$ cat src/rtl/rzof_pkg.sv
// Shared widths, codes and state encoding for the residual z-score outlier flagger.
package rzof_pkg;

  localparam int CAPACITY_DEF = 64;
  localparam int IN_W         = 32;
  localparam int RES_W        = 33;
  localparam int MEAN_W       = RES_W + 1;
  localparam int DEV_W        = RES_W + 2;
  localparam int MAG_W        = 34;
  localparam int HALF_W       = MAG_W / 2;
  localparam int FRAC_W       = 16;
  localparam int Z_W          = 24;
  localparam int THR_W        = 24;
  localparam int OBS_W        = 7;
  localparam int MIN_ITEMS    = 3;

  localparam logic [THR_W-1:0] THRESHOLD_RST = 24'd163840;
  localparam logic [Z_W-1:0]   ZMAG_POS_MAX  = 24'h7FFFFF;
  localparam logic [Z_W-1:0]   ZMAG_NEG_MAX  = 24'h800000;

  typedef enum logic [1:0] {
    STATUS_OK  = 2'd0,
    STATUS_FEW = 2'd1,
    STATUS_OVF = 2'd2
  } status_e;

  typedef enum logic [3:0] {
    ST_LOAD,
    ST_MEAN,
    ST_SSD,
    ST_VAR,
    ST_SQRT,
    ST_RD,
    ST_DEV,
    ST_ZDIV,
    ST_EMIT
  } state_e;

endpackage

$ cat src/rtl/residual_zscore_outlier_flagger_top.sv
// Top level of the residual z-score outlier flagger.
//
//  channel | handshake                   | words
//  --------+-----------------------------+------------------------------------------------
//  in      | in_valid_i / in_stall_o     | actual_value_i, predicted_value_i, last_of_set_i
//  out     | out_valid_o / out_stall_i   | obs_index_o, residual_o, std_residual_o,
//          |                             | outlier_flag_o, status_o, last_result_o
//  cfg     | cfg_valid_i / cfg_ready_o   | cfg_data_i (outlier threshold)
//
// Each stored pair is one write into the residual memory and one add. On the last pair of
// a valid set the block runs one divider pass for the mean, a multiply-accumulate pass for
// the squared-deviation sum, one divider pass for the variance, one square-root step per
// root bit and one divider pass per result unless the standard deviation is zero. Input
// is stalled from the last pair until the final result is loaded, and while a result waits
// in the output register. Reset needs no clearing pass.
module residual_zscore_outlier_flagger_top import rzof_pkg::*; #(
  parameter int CAPACITY = CAPACITY_DEF
) (
  input  logic                    clk_i,
  input  logic                    rst_ni,
  input  logic                    in_valid_i,
  output logic                    in_stall_o,
  input  logic signed [IN_W-1:0]  actual_value_i,
  input  logic signed [IN_W-1:0]  predicted_value_i,
  input  logic                    last_of_set_i,
  output logic                    out_valid_o,
  input  logic                    out_stall_i,
  output logic [OBS_W-1:0]        obs_index_o,
  output logic signed [RES_W-1:0] residual_o,
  output logic signed [Z_W-1:0]   std_residual_o,
  output logic                    outlier_flag_o,
  output logic [1:0]              status_o,
  output logic                    last_result_o,
  input  logic                    cfg_valid_i,
  output logic                    cfg_ready_o,
  input  logic [THR_W-1:0]        cfg_data_i
);

  localparam int AW    = $clog2(CAPACITY);
  localparam int CNT_W = $clog2(CAPACITY + 1);
  localparam int SUM_W = RES_W + AW;
  localparam int SSD_W = 2 * MAG_W + AW;
  localparam int SD_W  = (SSD_W + 1) / 2;
  localparam int SQ_CW = $clog2(SD_W + 1);
  localparam int ZD_W  = MAG_W + FRAC_W;

  logic signed [RES_W-1:0] mem [CAPACITY];

  state_e                  state_q, state_d;
  logic [CNT_W-1:0]        cnt_q, cnt_d;
  logic signed [SUM_W-1:0] sum_q, sum_d;
  logic                    ovf_q, ovf_d;
  logic [THR_W-1:0]        thr_q, thr_d;
  logic [AW-1:0]           idx_q, idx_d;
  logic [2:0]              ph_q, ph_d;
  logic signed [MEAN_W-1:0] mean_q, mean_d;
  logic [MAG_W-1:0]        mag_q, mag_d;
  logic                    neg_q, neg_d;
  logic [MAG_W-1:0]        prod_q, prod_d;
  logic [SSD_W-1:0]        acc_q, acc_d;
  logic [2*SD_W-1:0]       var_q, var_d;
  logic [SD_W+1:0]         rem_q, rem_d;
  logic [SD_W-1:0]         root_q, root_d;
  logic [SQ_CW-1:0]        sqc_q, sqc_d;
  logic [SD_W-1:0]         sd_q, sd_d;
  logic signed [Z_W-1:0]   z_q, z_d;
  logic                    flag_q, flag_d;
  logic signed [RES_W-1:0] rd_q;

  logic                    out_valid_q, out_valid_d;
  logic [OBS_W-1:0]        obs_q, obs_d;
  logic signed [RES_W-1:0] ores_q, ores_d;
  logic signed [Z_W-1:0]   oz_q, oz_d;
  logic                    oflag_q, oflag_d;
  status_e                 status_q, status_d;
  logic                    olast_q, olast_d;

  logic                    accept, out_free, mem_we, rd_en, is_last_idx;
  logic signed [RES_W-1:0] in_res;
  logic [SUM_W-1:0]        sum_abs;
  logic signed [DEV_W-1:0] dev, dev_abs;
  logic [HALF_W-1:0]       mul_a, mul_b;
  logic [MAG_W-1:0]        mul_p;
  logic [SD_W+3:0]         sq_sh, sq_trial;
  logic [Z_W-1:0]          zmag;
  logic [AW:0]             idx_p1;

  logic                    div_start, div_done;
  logic [SSD_W-1:0]        div_dvd, div_quot;
  logic [SD_W-1:0]         div_dvs;

  rzof_div #(.DVD_W(SSD_W), .DVS_W(SD_W)) u_div (
    .clk_i      (clk_i),
    .rst_ni     (rst_ni),
    .start_i    (div_start),
    .dividend_i (div_dvd),
    .divisor_i  (div_dvs),
    .done_o     (div_done),
    .quot_o     (div_quot)
  );

  assign in_stall_o  = (state_q != ST_LOAD) || out_valid_q;
  assign accept      = in_valid_i && !in_stall_o;
  assign out_free    = !out_valid_q || !out_stall_i;
  assign cfg_ready_o = 1'b1;
  assign in_res      = {actual_value_i[IN_W-1], actual_value_i}
                     - {predicted_value_i[IN_W-1], predicted_value_i};
  assign rd_en       = (state_q == ST_RD) || (state_q == ST_SSD && ph_q == 3'd0);
  assign is_last_idx = {1'b0, idx_q} == (cnt_q - 1'b1);
  assign idx_p1      = {1'b0, idx_q} + 1'b1;

  // one shared 17x17 multiplier: low*low, low*high, high*high
  assign mul_a = (ph_q == 3'd4) ? mag_q[MAG_W-1:HALF_W] : mag_q[HALF_W-1:0];
  assign mul_b = (ph_q == 3'd2) ? mag_q[HALF_W-1:0] : mag_q[MAG_W-1:HALF_W];
  assign mul_p = mul_a * mul_b;

  assign dev     = {{2{rd_q[RES_W-1]}}, rd_q} - {mean_q[MEAN_W-1], mean_q};
  assign dev_abs = dev[DEV_W-1] ? -dev : dev;

  assign sq_sh    = {rem_q, var_q[2*SD_W-1 -: 2]};
  assign sq_trial = {2'b00, root_q, 2'b01};

  always_comb begin
    state_d     = state_q;
    cnt_d       = cnt_q;
    sum_d       = sum_q;
    ovf_d       = ovf_q;
    thr_d       = cfg_valid_i ? cfg_data_i : thr_q;
    idx_d       = idx_q;
    ph_d        = ph_q;
    mean_d      = mean_q;
    mag_d       = mag_q;
    neg_d       = neg_q;
    prod_d      = prod_q;
    acc_d       = acc_q;
    var_d       = var_q;
    rem_d       = rem_q;
    root_d      = root_q;
    sqc_d       = sqc_q;
    sd_d        = sd_q;
    z_d         = z_q;
    flag_d      = flag_q;
    out_valid_d = out_valid_q && out_stall_i;
    obs_d       = obs_q;
    ores_d      = ores_q;
    oz_d        = oz_q;
    oflag_d     = oflag_q;
    status_d    = status_q;
    olast_d     = olast_q;
    mem_we      = 1'b0;
    div_start   = 1'b0;
    div_dvd     = '0;
    div_dvs     = '0;
    sum_abs     = '0;
    zmag        = '0;

    case (state_q)
      ST_LOAD: begin
        if (accept) begin
          if (cnt_q < CNT_W'(CAPACITY)) begin
            mem_we = 1'b1;
            sum_d  = sum_q + {{AW{in_res[RES_W-1]}}, in_res};
            cnt_d  = cnt_q + 1'b1;
          end else begin
            ovf_d = 1'b1;
          end
          if (last_of_set_i) begin
            if (ovf_d || cnt_d < CNT_W'(MIN_ITEMS)) begin
              out_valid_d = 1'b1;
              obs_d       = '0;
              ores_d      = '0;
              oz_d        = '0;
              oflag_d     = 1'b0;
              status_d    = ovf_d ? STATUS_OVF : STATUS_FEW;
              olast_d     = 1'b1;
              cnt_d       = '0;
              sum_d       = '0;
              ovf_d       = 1'b0;
            end else begin
              sum_abs   = sum_d[SUM_W-1] ? -sum_d : sum_d;
              div_start = 1'b1;
              div_dvd   = {{(SSD_W-SUM_W){1'b0}}, sum_abs};
              div_dvs   = SD_W'(cnt_d);
              state_d   = ST_MEAN;
            end
          end
        end
      end
      ST_MEAN: begin
        if (div_done) begin
          mean_d  = sum_q[SUM_W-1] ? -signed'(div_quot[MEAN_W-1:0])
                                   : signed'(div_quot[MEAN_W-1:0]);
          idx_d   = '0;
          ph_d    = 3'd0;
          acc_d   = '0;
          state_d = ST_SSD;
        end
      end
      ST_SSD: begin
        case (ph_q)
          3'd0: ph_d = 3'd1;
          3'd1: begin
            mag_d = dev_abs[MAG_W-1:0];
            ph_d  = 3'd2;
          end
          3'd2: begin
            prod_d = mul_p;
            ph_d   = 3'd3;
          end
          3'd3: begin
            acc_d  = acc_q + SSD_W'(prod_q);
            prod_d = mul_p;
            ph_d   = 3'd4;
          end
          3'd4: begin
            acc_d  = acc_q + (SSD_W'(prod_q) << (HALF_W + 1));
            prod_d = mul_p;
            ph_d   = 3'd5;
          end
          3'd5: begin
            acc_d = acc_q + (SSD_W'(prod_q) << MAG_W);
            ph_d  = 3'd0;
            if (is_last_idx) begin
              div_start = 1'b1;
              div_dvd   = acc_d;
              div_dvs   = SD_W'(cnt_q - 1'b1);
              state_d   = ST_VAR;
            end else begin
              idx_d = idx_q + 1'b1;
            end
          end
          default: ph_d = 3'd0;
        endcase
      end
      ST_VAR: begin
        if (div_done) begin
          var_d   = (2*SD_W)'(div_quot);
          rem_d   = '0;
          root_d  = '0;
          sqc_d   = '0;
          state_d = ST_SQRT;
        end
      end
      ST_SQRT: begin
        // take two radicand bits a step, settle one root bit
        var_d = var_q << 2;
        if (sq_sh >= sq_trial) begin
          rem_d  = (SD_W+2)'(sq_sh - sq_trial);
          root_d = {root_q[SD_W-2:0], 1'b1};
        end else begin
          rem_d  = sq_sh[SD_W+1:0];
          root_d = {root_q[SD_W-2:0], 1'b0};
        end
        sqc_d = sqc_q + 1'b1;
        if (sqc_q == SQ_CW'(SD_W - 1)) begin
          sd_d    = root_d;
          idx_d   = '0;
          state_d = ST_RD;
        end
      end
      ST_RD: state_d = ST_DEV;
      ST_DEV: begin
        mag_d = dev_abs[MAG_W-1:0];
        neg_d = dev[DEV_W-1];
        if (sd_q == '0) begin
          z_d     = '0;
          flag_d  = 1'b0;
          state_d = ST_EMIT;
        end else begin
          div_start = 1'b1;
          div_dvd   = SSD_W'({dev_abs[MAG_W-1:0], {FRAC_W{1'b0}}});
          div_dvs   = sd_q;
          state_d   = ST_ZDIV;
        end
      end
      ST_ZDIV: begin
        if (div_done) begin
          if (neg_q) begin
            zmag = (div_quot >= SSD_W'(ZMAG_NEG_MAX)) ? ZMAG_NEG_MAX : div_quot[Z_W-1:0];
            z_d  = -signed'(zmag);
          end else begin
            zmag = (div_quot > SSD_W'(ZMAG_POS_MAX)) ? ZMAG_POS_MAX : div_quot[Z_W-1:0];
            z_d  = signed'(zmag);
          end
          flag_d  = zmag > thr_q;
          state_d = ST_EMIT;
        end
      end
      ST_EMIT: begin
        if (out_free) begin
          out_valid_d = 1'b1;
          obs_d       = OBS_W'(idx_p1);
          ores_d      = rd_q;
          oz_d        = z_q;
          oflag_d     = flag_q;
          status_d    = STATUS_OK;
          olast_d     = is_last_idx;
          if (is_last_idx) begin
            cnt_d   = '0;
            sum_d   = '0;
            ovf_d   = 1'b0;
            state_d = ST_LOAD;
          end else begin
            idx_d   = idx_q + 1'b1;
            state_d = ST_RD;
          end
        end
      end
      default: state_d = ST_LOAD;
    endcase
  end

  always_ff @(posedge clk_i or negedge rst_ni) begin
    if (!rst_ni) begin
      state_q     <= ST_LOAD;
      cnt_q       <= '0;
      sum_q       <= '0;
      ovf_q       <= 1'b0;
      thr_q       <= THRESHOLD_RST;
      out_valid_q <= 1'b0;
      idx_q       <= '0;
      ph_q        <= 3'd0;
      sqc_q       <= '0;
    end else begin
      state_q     <= state_d;
      cnt_q       <= cnt_d;
      sum_q       <= sum_d;
      ovf_q       <= ovf_d;
      thr_q       <= thr_d;
      out_valid_q <= out_valid_d;
      idx_q       <= idx_d;
      ph_q        <= ph_d;
      sqc_q       <= sqc_d;
    end
  end

  always_ff @(posedge clk_i) begin
    mean_q   <= mean_d;
    mag_q    <= mag_d;
    neg_q    <= neg_d;
    prod_q   <= prod_d;
    acc_q    <= acc_d;
    var_q    <= var_d;
    rem_q    <= rem_d;
    root_q   <= root_d;
    sd_q     <= sd_d;
    z_q      <= z_d;
    flag_q   <= flag_d;
    obs_q    <= obs_d;
    ores_q   <= ores_d;
    oz_q     <= oz_d;
    oflag_q  <= oflag_d;
    status_q <= status_d;
    olast_q  <= olast_d;
  end

  // residual memory: one write port, one registered read port
  always_ff @(posedge clk_i) begin
    if (mem_we) begin
      mem[cnt_q[AW-1:0]] <= in_res;
    end
    if (rd_en) begin
      rd_q <= mem[idx_q];
    end
  end

  assign out_valid_o    = out_valid_q;
  assign obs_index_o    = obs_q;
  assign residual_o     = ores_q;
  assign std_residual_o = oz_q;
  assign outlier_flag_o = oflag_q;
  assign status_o       = status_q;
  assign last_result_o  = olast_q;

endmodule

$ cat src/rtl/rzof_div.sv
// Restoring unsigned divider, one quotient bit per cycle.
module rzof_div #(
  parameter int DVD_W = 74,
  parameter int DVS_W = 37
) (
  input  logic             clk_i,
  input  logic             rst_ni,
  input  logic             start_i,
  input  logic [DVD_W-1:0] dividend_i,
  input  logic [DVS_W-1:0] divisor_i,
  output logic             done_o,
  output logic [DVD_W-1:0] quot_o
);

  localparam int CW = $clog2(DVD_W + 1);

  logic             busy_q, busy_d;
  logic             done_q, done_d;
  logic [CW-1:0]    cnt_q, cnt_d;
  logic [DVS_W-1:0] rem_q, rem_d;
  logic [DVS_W-1:0] dvs_q, dvs_d;
  logic [DVD_W-1:0] quo_q, quo_d;
  logic [DVS_W:0]   trial;
  logic [DVS_W:0]   diff;
  logic             ge;

  always_comb begin
    trial  = {rem_q, quo_q[DVD_W-1]};
    diff   = trial - {1'b0, dvs_q};
    ge     = trial >= {1'b0, dvs_q};
    busy_d = busy_q;
    done_d = 1'b0;
    cnt_d  = cnt_q;
    rem_d  = rem_q;
    dvs_d  = dvs_q;
    quo_d  = quo_q;
    if (start_i) begin
      busy_d = 1'b1;
      cnt_d  = '0;
      rem_d  = '0;
      dvs_d  = divisor_i;
      quo_d  = dividend_i;
    end else if (busy_q) begin
      rem_d = ge ? diff[DVS_W-1:0] : trial[DVS_W-1:0];
      quo_d = {quo_q[DVD_W-2:0], ge};
      cnt_d = cnt_q + 1'b1;
      if (cnt_q == CW'(DVD_W - 1)) begin
        busy_d = 1'b0;
        done_d = 1'b1;
      end
    end
  end

  always_ff @(posedge clk_i or negedge rst_ni) begin
    if (!rst_ni) begin
      busy_q <= 1'b0;
      done_q <= 1'b0;
      cnt_q  <= '0;
    end else begin
      busy_q <= busy_d;
      done_q <= done_d;
      cnt_q  <= cnt_d;
    end
  end

  always_ff @(posedge clk_i) begin
    rem_q <= rem_d;
    dvs_q <= dvs_d;
    quo_q <= quo_d;
  end

  assign done_o = done_q;
  assign quot_o = quo_q;

endmodule

$ cat config.mk
export PLATFORM = sky130hd
export DESIGN_NAME = residual_zscore_outlier_flagger_top
export DESIGN_NICKNAME = d
export VERILOG_FILES = /design/src/rtl/rzof_pkg.sv /design/src/rtl/residual_zscore_outlier_flagger_top.sv /design/src/rtl/rzof_div.sv
export SDC_FILE = /design/constraint.sdc
export NUM_CORES = 2
export LEC_CHECK = 0
export BUFFER_PORTS_ARGS = -buffer_cell sky130_fd_sc_hd__buf_2
export CORE_AREA = 2 2 532 534
export CTS_CLUSTER_DIAMETER = 100
export DETAILED_ROUTE_END_ITERATION = 16
export DIE_AREA = 0 0 534 536
export GPL_ROUTABILITY_DRIVEN = 0
export MAX_ROUTING_LAYER = met4
export PLACE_DENSITY = 0.68
export SYNTH_ARGS = -nofsm -noshare
export SYNTH_HDL_FRONTEND = slang
export SYNTH_SLANG_ARGS = --single-unit
$ cat constraint.sdc
create_clock -name clk_i -period 8.1 [get_ports clk_i]
set_clock_uncertainty 0.2 [all_clocks]
set_input_delay 1.215 -clock clk_i [delete_from_list [all_inputs] [get_ports clk_i]]
set_output_delay 1.215 -clock clk_i [all_outputs]
set_load 0.005 [all_outputs]
======== After elaboration in Yosys (flattened, before gate mapping) ========
Memories as Yosys holds them, arrays and structs flattened. A register that Yosys moved wholly into a read port is not among the register bits.
Index checks and enable logic that the tools add are counted.
operators by class
  mux-type cells .......................... 153
  multipliers ............................. 1
  reductions and logical operators ........ 34
  magnitude comparators ................... 7
  equality and inequality tests ........... 31
  add/sub/neg operators ................... 19
operators by type and width
  cell                  number
  $mux 39               14
  $mux 74               6
  $pmux 74 s3           2
  $pmux 74 s2           2
  $mux 24               12
  $mux 37               5
  $pmux 39 s2           2
  $mux 33               4
  $mux 7                17
  $pmux 37 s3           1
  $mux 34               3
  $pmux 24 s2           2
  $add 74x34->74        1
  $add 74x52->74        1
  $add 74x68->74        1
  $ge 74x24->1 const B  1
  $gt 74x23->1 const B  1
  $pmux 37 s2           1
  $neg 34->34           2
  $pmux 34 s2           1
  $pmux 33 s2           1
  $mux 50               1
  $mux 4                11
  $ge 41x39->1          1
  58 further kinds      152
word-level totals
  bits in writable memories ............... 2112
  input bits .............................. 94
  memories ................................ 1
  register bits after elaboration ......... 705
  word-level logic and storage cells ...... 278
memories
  memory  depth  width  read ports  clocked after Yosys merged registers in  wr ports  RTL line                                   RTL
  mem     64     33     1           1                                        1         residual_zscore_outlier_flagger_top.sv:47  logic signed [RES_W-1:0] mem [CAPACITY];

======== Longest topological paths before layout ========
  word-level depth ........................ 13
  depth in mapped cells ................... 34
  mapped depth without buffers ............ 30

======== Hierarchy ========
Synthesis repeated with hierarchy kept, for this count alone.
second synthesis, totals
  cell total of the unflattened synthesis .. 9679
  area total of the unflattened synthesis .. 140473.5 um^2
modules (own cells, without submodules)
  module                               seq. area each (um^2)  times used  area an instance (um^2)  cells an instance
  residual_zscore_outlier_flagger_top  80414.6                1           131995.3                 8900
  rzof_div                             4299.1                 1           8478.1                   779

======== Worst setup path before layout ========
OpenSTA, ideal clock, no wires.
  kind .................................... in2reg
  from .................................... input predicted_value_i[1]
  to ...................................... register u_div.quo_q[19] (netlist: u_div.quot_o[19]), data pin
  setup slack ............................. -0.918 ns
  stages on the path ...................... 29
  library setup time ...................... 0.272 ns
  data arrival time ....................... 8.547 ns
  data required time ...................... 7.628 ns
  cells stage by stage .................... inv_1 -> ha_1 -> nor2b_1 -> o21ai_0 -> a21boi_0 -> o21ai_0 -> a21boi_0 -> o41ai_1 -> o2111ai_1 -> a41oi_1 -> inv_1 -> a21oi_1 -> o21ai_0 -> xor2_1 -> ha_1 -> clkbuf_1 -> a21oi_1 -> o21ai_0 -> nor3_1 -> nand4_1 -> a22o_1 -> nor4_1 -> nor4_1 -> nor2b_1 -> xor2_1 -> clkbuf_1 -> a31oi_1 -> xnor2_1 -> o211ai_1
on the way
  elaborated cells between the ends (all ways) .. 12
  those cells by class .................... add/sub: 3; mux: 9
RTL lines
  what                       RTL line                                    RTL
  start, declared            residual_zscore_outlier_flagger_top.sv:24   input logic signed [IN_W-1:0] predicted_value_i,
  $sub 32x32->33             residual_zscore_outlier_flagger_top.sv:107  - {predicted_value_i[IN_W-1], predicted_value_i};
  named net in_res[25]       residual_zscore_outlier_flagger_top.sv:79   logic signed [RES_W-1:0] in_res;
  $add 39x39->39             residual_zscore_outlier_flagger_top.sv:162  sum_d = sum_q + {{AW{in_res[RES_W-1]}}, in_res};
  $mux 39                    residual_zscore_outlier_flagger_top.sv:160  if (cnt_q < CNT_W'(CAPACITY)) begin
  $mux 39                    residual_zscore_outlier_flagger_top.sv:159  if (accept) begin
  $mux 39                    residual_zscore_outlier_flagger_top.sv:157  case (state_q)
  $mux 39                    residual_zscore_outlier_flagger_top.sv:180  sum_abs = sum_d[SUM_W-1] ? -sum_d : sum_d;
  $mux 39                    residual_zscore_outlier_flagger_top.sv:168  if (ovf_d || cnt_d < CNT_W'(MIN_ITEMS)) begin
  $mux 39                    residual_zscore_outlier_flagger_top.sv:167  if (last_of_set_i) begin
  $mux 39                    residual_zscore_outlier_flagger_top.sv:159
  $pmux 74 s3                residual_zscore_outlier_flagger_top.sv:157
  $mux 74                    rzof_div.sv:37                              if (start_i) begin
  named net u_div.quo_d[19]  rzof_div.sv:22                              logic [DVD_W-1:0] quo_q, quo_d;
  end signal, assigned       rzof_div.sv:69                              quo_q <= quo_d;
  end, declared              rzof_div.sv:22
The timed path passes the listed nets, and every way through them passes these cells. The select of a mux whose other input is x is not followed.
A chain may end at the register's enable or synchronous reset.

======== Worst setup path after layout ========
  from .................................... register ph_q[2]
  to ...................................... register prod_q[26], data pin
on the way
  longest elaborated chain between the ends .. 3
  elaborated cells between the ends (all ways) .. 5
  those cells by class .................... mul: 1; eq/ne: 2; mux: 2
ends and longest elaborated chain
  what                                             RTL line                                                                                RTL
  start, declared                                  residual_zscore_outlier_flagger_top.sv:55                                               logic [2:0] ph_q, ph_d;
  start signal, assigned                           residual_zscore_outlier_flagger_top.sv:332                                              ph_q <= ph_d;
  $eq 3x3->1 / $eq 3x2->1 (equally long branches)  residual_zscore_outlier_flagger_top.sv:113, residual_zscore_outlier_flagger_top.sv:114
  $mux 17 (on tied branches)                       residual_zscore_outlier_flagger_top.sv:113, residual_zscore_outlier_flagger_top.sv:114
  $mul 17x17->34 (*)                               residual_zscore_outlier_flagger_top.sv:115                                              assign mul_p = mul_a * mul_b;
  named net mul_p[26]                              residual_zscore_outlier_flagger_top.sv:83                                               logic [MAG_W-1:0] mul_p;
  end signal, assigned                             residual_zscore_outlier_flagger_top.sv:341                                              prod_q <= prod_d;
  end, declared                                    residual_zscore_outlier_flagger_top.sv:59                                               logic [MAG_W-1:0] prod_q, prod_d;
Mark *: on every way through the listed nets, which the timed path passes. The rest lies on a longest branch.

==> results.md <==
- Outcome: finished with violations
- Failing checks: DRC
- Post-synth EDFFs: 2,713
- Wirelength, routed: 404 mm
- Pwr/cell area: 204 nW/um^2
- Async set or reset register ratio after synthesis: 3.51%
- Clock latency on the worst-skew pair: 0.90 ns
- DP Wirelength: 268 mm
- Cts bufs inserted: 302
- DP Cell Count: 13,400
- # rows: 195
- Post-synth top area share: 58.3%
- Simple-gate share of the synthesized area: 7.69%
- Critical path class: reg -> reg
- Share of layout cells above drive strength 1: 17.4%
- Worst path required time: 8.52 ns
- Lkg Pwr: 55.1 nW
- Fin Setup TNS: 0 ns
- Most frequent cells in the layout: 2,713 x edfxtp_1, 996 x nand2_1, 693 x mux4_2
- Max IR drop VDD: 0.168 mV
- Largest net degree at the start of global routing: 146
- Max-slew headroom at the worst pin: 13.6%
- Net Count, Synth: 10,400
- Worst EP arrival: 8.17 ns
- Final setup margin: 0.343 ns
- CTS tree: built
- Setup violators final: 0
- IO buf count: 163
- Initial antenna violation count: 26
- RSZ-0062 raised after global routing: false
- Actual transition at the worst max-transition pin: 1.29 ns
- Core area: 281,000 um^2
- TritonRoute pass-1 iters: 13
- Synth Area in XOR/XNOR: 2.53%
- Max Transition Viols Final: 0
- Drt wl/cell: 28.9 um
- Antenna-violating nets left: 0
- Synthesis-stage register bit count: 2,850
- Maximum fanout along the worst path: 16
- Routed vias/inst: 6.34
- DIE HEIGHT: 536 um
- Starting DRT DRC Count: 11,400
- Synthesized cell area: 140,000 um^2
- Final hold viol count: 0
- Worst setup SP type: flop
- Met3 usage: 5.36%
- Met2 Resource Use GR: 44.3%
- Gate Count Post-Synth: 9,696
- CTS sink cnt: 2,850
- Sequential area share after synthesis: 60.6%
- Post-layout min period: 7.76 ns
- Commonest non-fill, non-tap cell in the layout: edfxtp_1
- Clk root buf: clkbuf_16
- First-pass GRT wire length: 589 mm
- Synth cell types: 106
- Vias in the first global route: 86,800
- Area contributors post-synth: edfxtp_1 58%, mux4_2 11%, ha_1 3.8%
- Synthesized area per cell: 14.4 um^2
- Yosys warnings: 0
- Compound-Gate Fraction of Synth Area: 7.58%
- H-tree Lvls: 5
- Clock transition at path regs: 0.06 ns
- Predominant post-synthesis flop cell: edfxtp_1
- GRT met1 Usage: 37.5%
- Area Growth Syn to Fin: 11.9%
- Vias: 88,400
- Gr usage total: 28.8%
- Top-level I/O count: 165
- Clk buf depth: 4
- Final Non-Filler Cells: 14,000
- Post-synthesis mux area share: 11.8%
- Initial Util: 49.8%
- Die Area: 286,000 um^2
- Setup Slack @ Placement: -0.171 ns
- Adder-cell share of the synthesized area: 7.11%
- Largest family of logic cells by synthesized area: multiplexers
- Global route hottest layer: met2
- Yosys top cell by area: edfxtp_1
- FMAX: 129 MHz
- Residual DRC: 3
- Die W: 534 um
- NumNets Final: 10,700
- Type of the most critical hold path: reg -> reg
- Crit. End Element: flop
- Period utilisation layout: 95.8%
- Maxcap violations: 0
- Gr ovfl total: 0
## Yosys cell counts (63+ instances only)
library cell and count:
a211oi_1 67, a21o_1 194, a21oi_1 459, and2_1 111, buf_1 79, clkbuf_1 383
dfrtp_1 98, edfxtp_1 2713, fa_1 231, ha_1 425, inv_1 530, mux4_2 693
nand2_1 999, nand2b_1 71, nand3_1 108, nand4_1 70, nor2_1 572, nor2b_1 64
nor3_1 99, o21a_1 64, o21ai_0 342, o21ai_1 63, xnor2_1 263, xor2_1 141
## area by class of cell
class	count	area, um^2
Fill cell	21800	124000
Sequential cell	2850	84700
Multi-Input combinational cell	5844	52400
Clock buffer	368	8000
Tap cell	3743	4680
Timing Repair Buffer	422	2880
Inverter	530	1990
Clock inverter	176	1640
Antenna cell	19	47.5
## final timing paths
| kind | from | end | slack (ns) | cells after the start |
|---|---|---|---|---|
| hold reg to reg | root_q[6] | sd_q[7] | 0.25 | 0 |
| max in group asynchronous | rst_ni | cnt_q[6] | 5.31 | 4 |
| setup reg to reg | ph_q[2] | prod_q[26] | 0.34 | 25 |
| setup / recovery | ph_q[2] | prod_q[26] | 0.34 | 25 |
| min in group asynchronous | rst_ni | out_valid_o | 0.56 | 2 |
| hold / removal | root_q[6] | sd_q[7] | 0.25 | 0 |
## per-layer routing
layer	vias to the layer above	share of wire [%]	routed length, um
li1	37400	-	-
met1	44800	38	153000
met2	5157	47	188000
met3	1013	10	41100
met4	0	5.3	21600
met5	-	0	0
## stage by stage
stage / cell area (um^2) / utilization, % / hold slack (ns) / power, mW
floorplan: 140000 / - / 0.226 / 17.8
global placement: 147000 / 52.2 / 0.235 / 18.4
detailed placement: 147000 / 52.2 / 0.234 / 18.5
CTS: 156000 / 55.7 / 0.248 / 32.0
global route: 156000 / 55.7 / 0.262 / 32.7
finish: 156000 / 55.7 / 0.246 / 31.9
## sequential cells by signal, indices dropped and copies added (netlist names), 7 cells and up
signal and count:
u_div.rem_q 37, rd_q 33, var_q 74, u_div.quot_o 74
obs_index_o 7, acc_q 74, cnt_q 7, mean_q 34
root_q 37, sd_q 37, std_residual_o 24, prod_q 34
thr_q 24, mem 2112, residual_o 33, sum_q 39
z_q 24, mag_q 34, u_div.dvs_q 37, u_div.cnt_q 7
rem_q 39
## where the power goes
| group | internal, mW | switching (mW) | total [mW] | leakage, nW |
|---|---|---|---|---|
| Sequential | 16.6 | 0.00358 | 16.6 | 25.7 |
| Clock | 7.82 | 5.84 | 13.7 | 4.71 |
| Combinational | 0.360 | 1.23 | 1.59 | 24.7 |
## worst max-delay path, cell delays in order (launching register included)
cell	delay, ns
dfrtp_2	0.47
nand2b_2	0.11
nor2_4	0.15
buf_4	0.32
nand2_1	0.10
nand2_1	0.38
nand2_1	0.17
fa_1	0.53
fa_1	0.59
inv_1	0.07
fa_1	0.53
inv_1	0.05
fa_1	0.51
fa_1	0.54
inv_1	0.05
fa_1	0.48
ha_1	0.39
and3_1	0.23
a221o_1	0.32
a21oi_1	0.26
a21oi_1	0.15
o31a_1	0.29
o31a_1	0.27
o21a_1	0.18
nor2_1	0.11
xnor2_1	0.07
## kinds of logic after synthesis
group                    after synthesis
XOR/XNOR                             404
flip-flops                          2850
AND/OR/NAND/NOR                     2349
multiplexers                         771
AO/OA/AOI/OAI                       1663
buffers and inverters               1002
adder cells (fa/ha/maj)              656
other                                  1
## repair_timing
action	CTS	global route
setup buffers	0	3
hold buffers	1	0
endpoints found under the hold margin	1	0
setup endpoints to repair	0	6
resized for setup	0	9
Note: power is estimated with default switching activity, not from simulation.
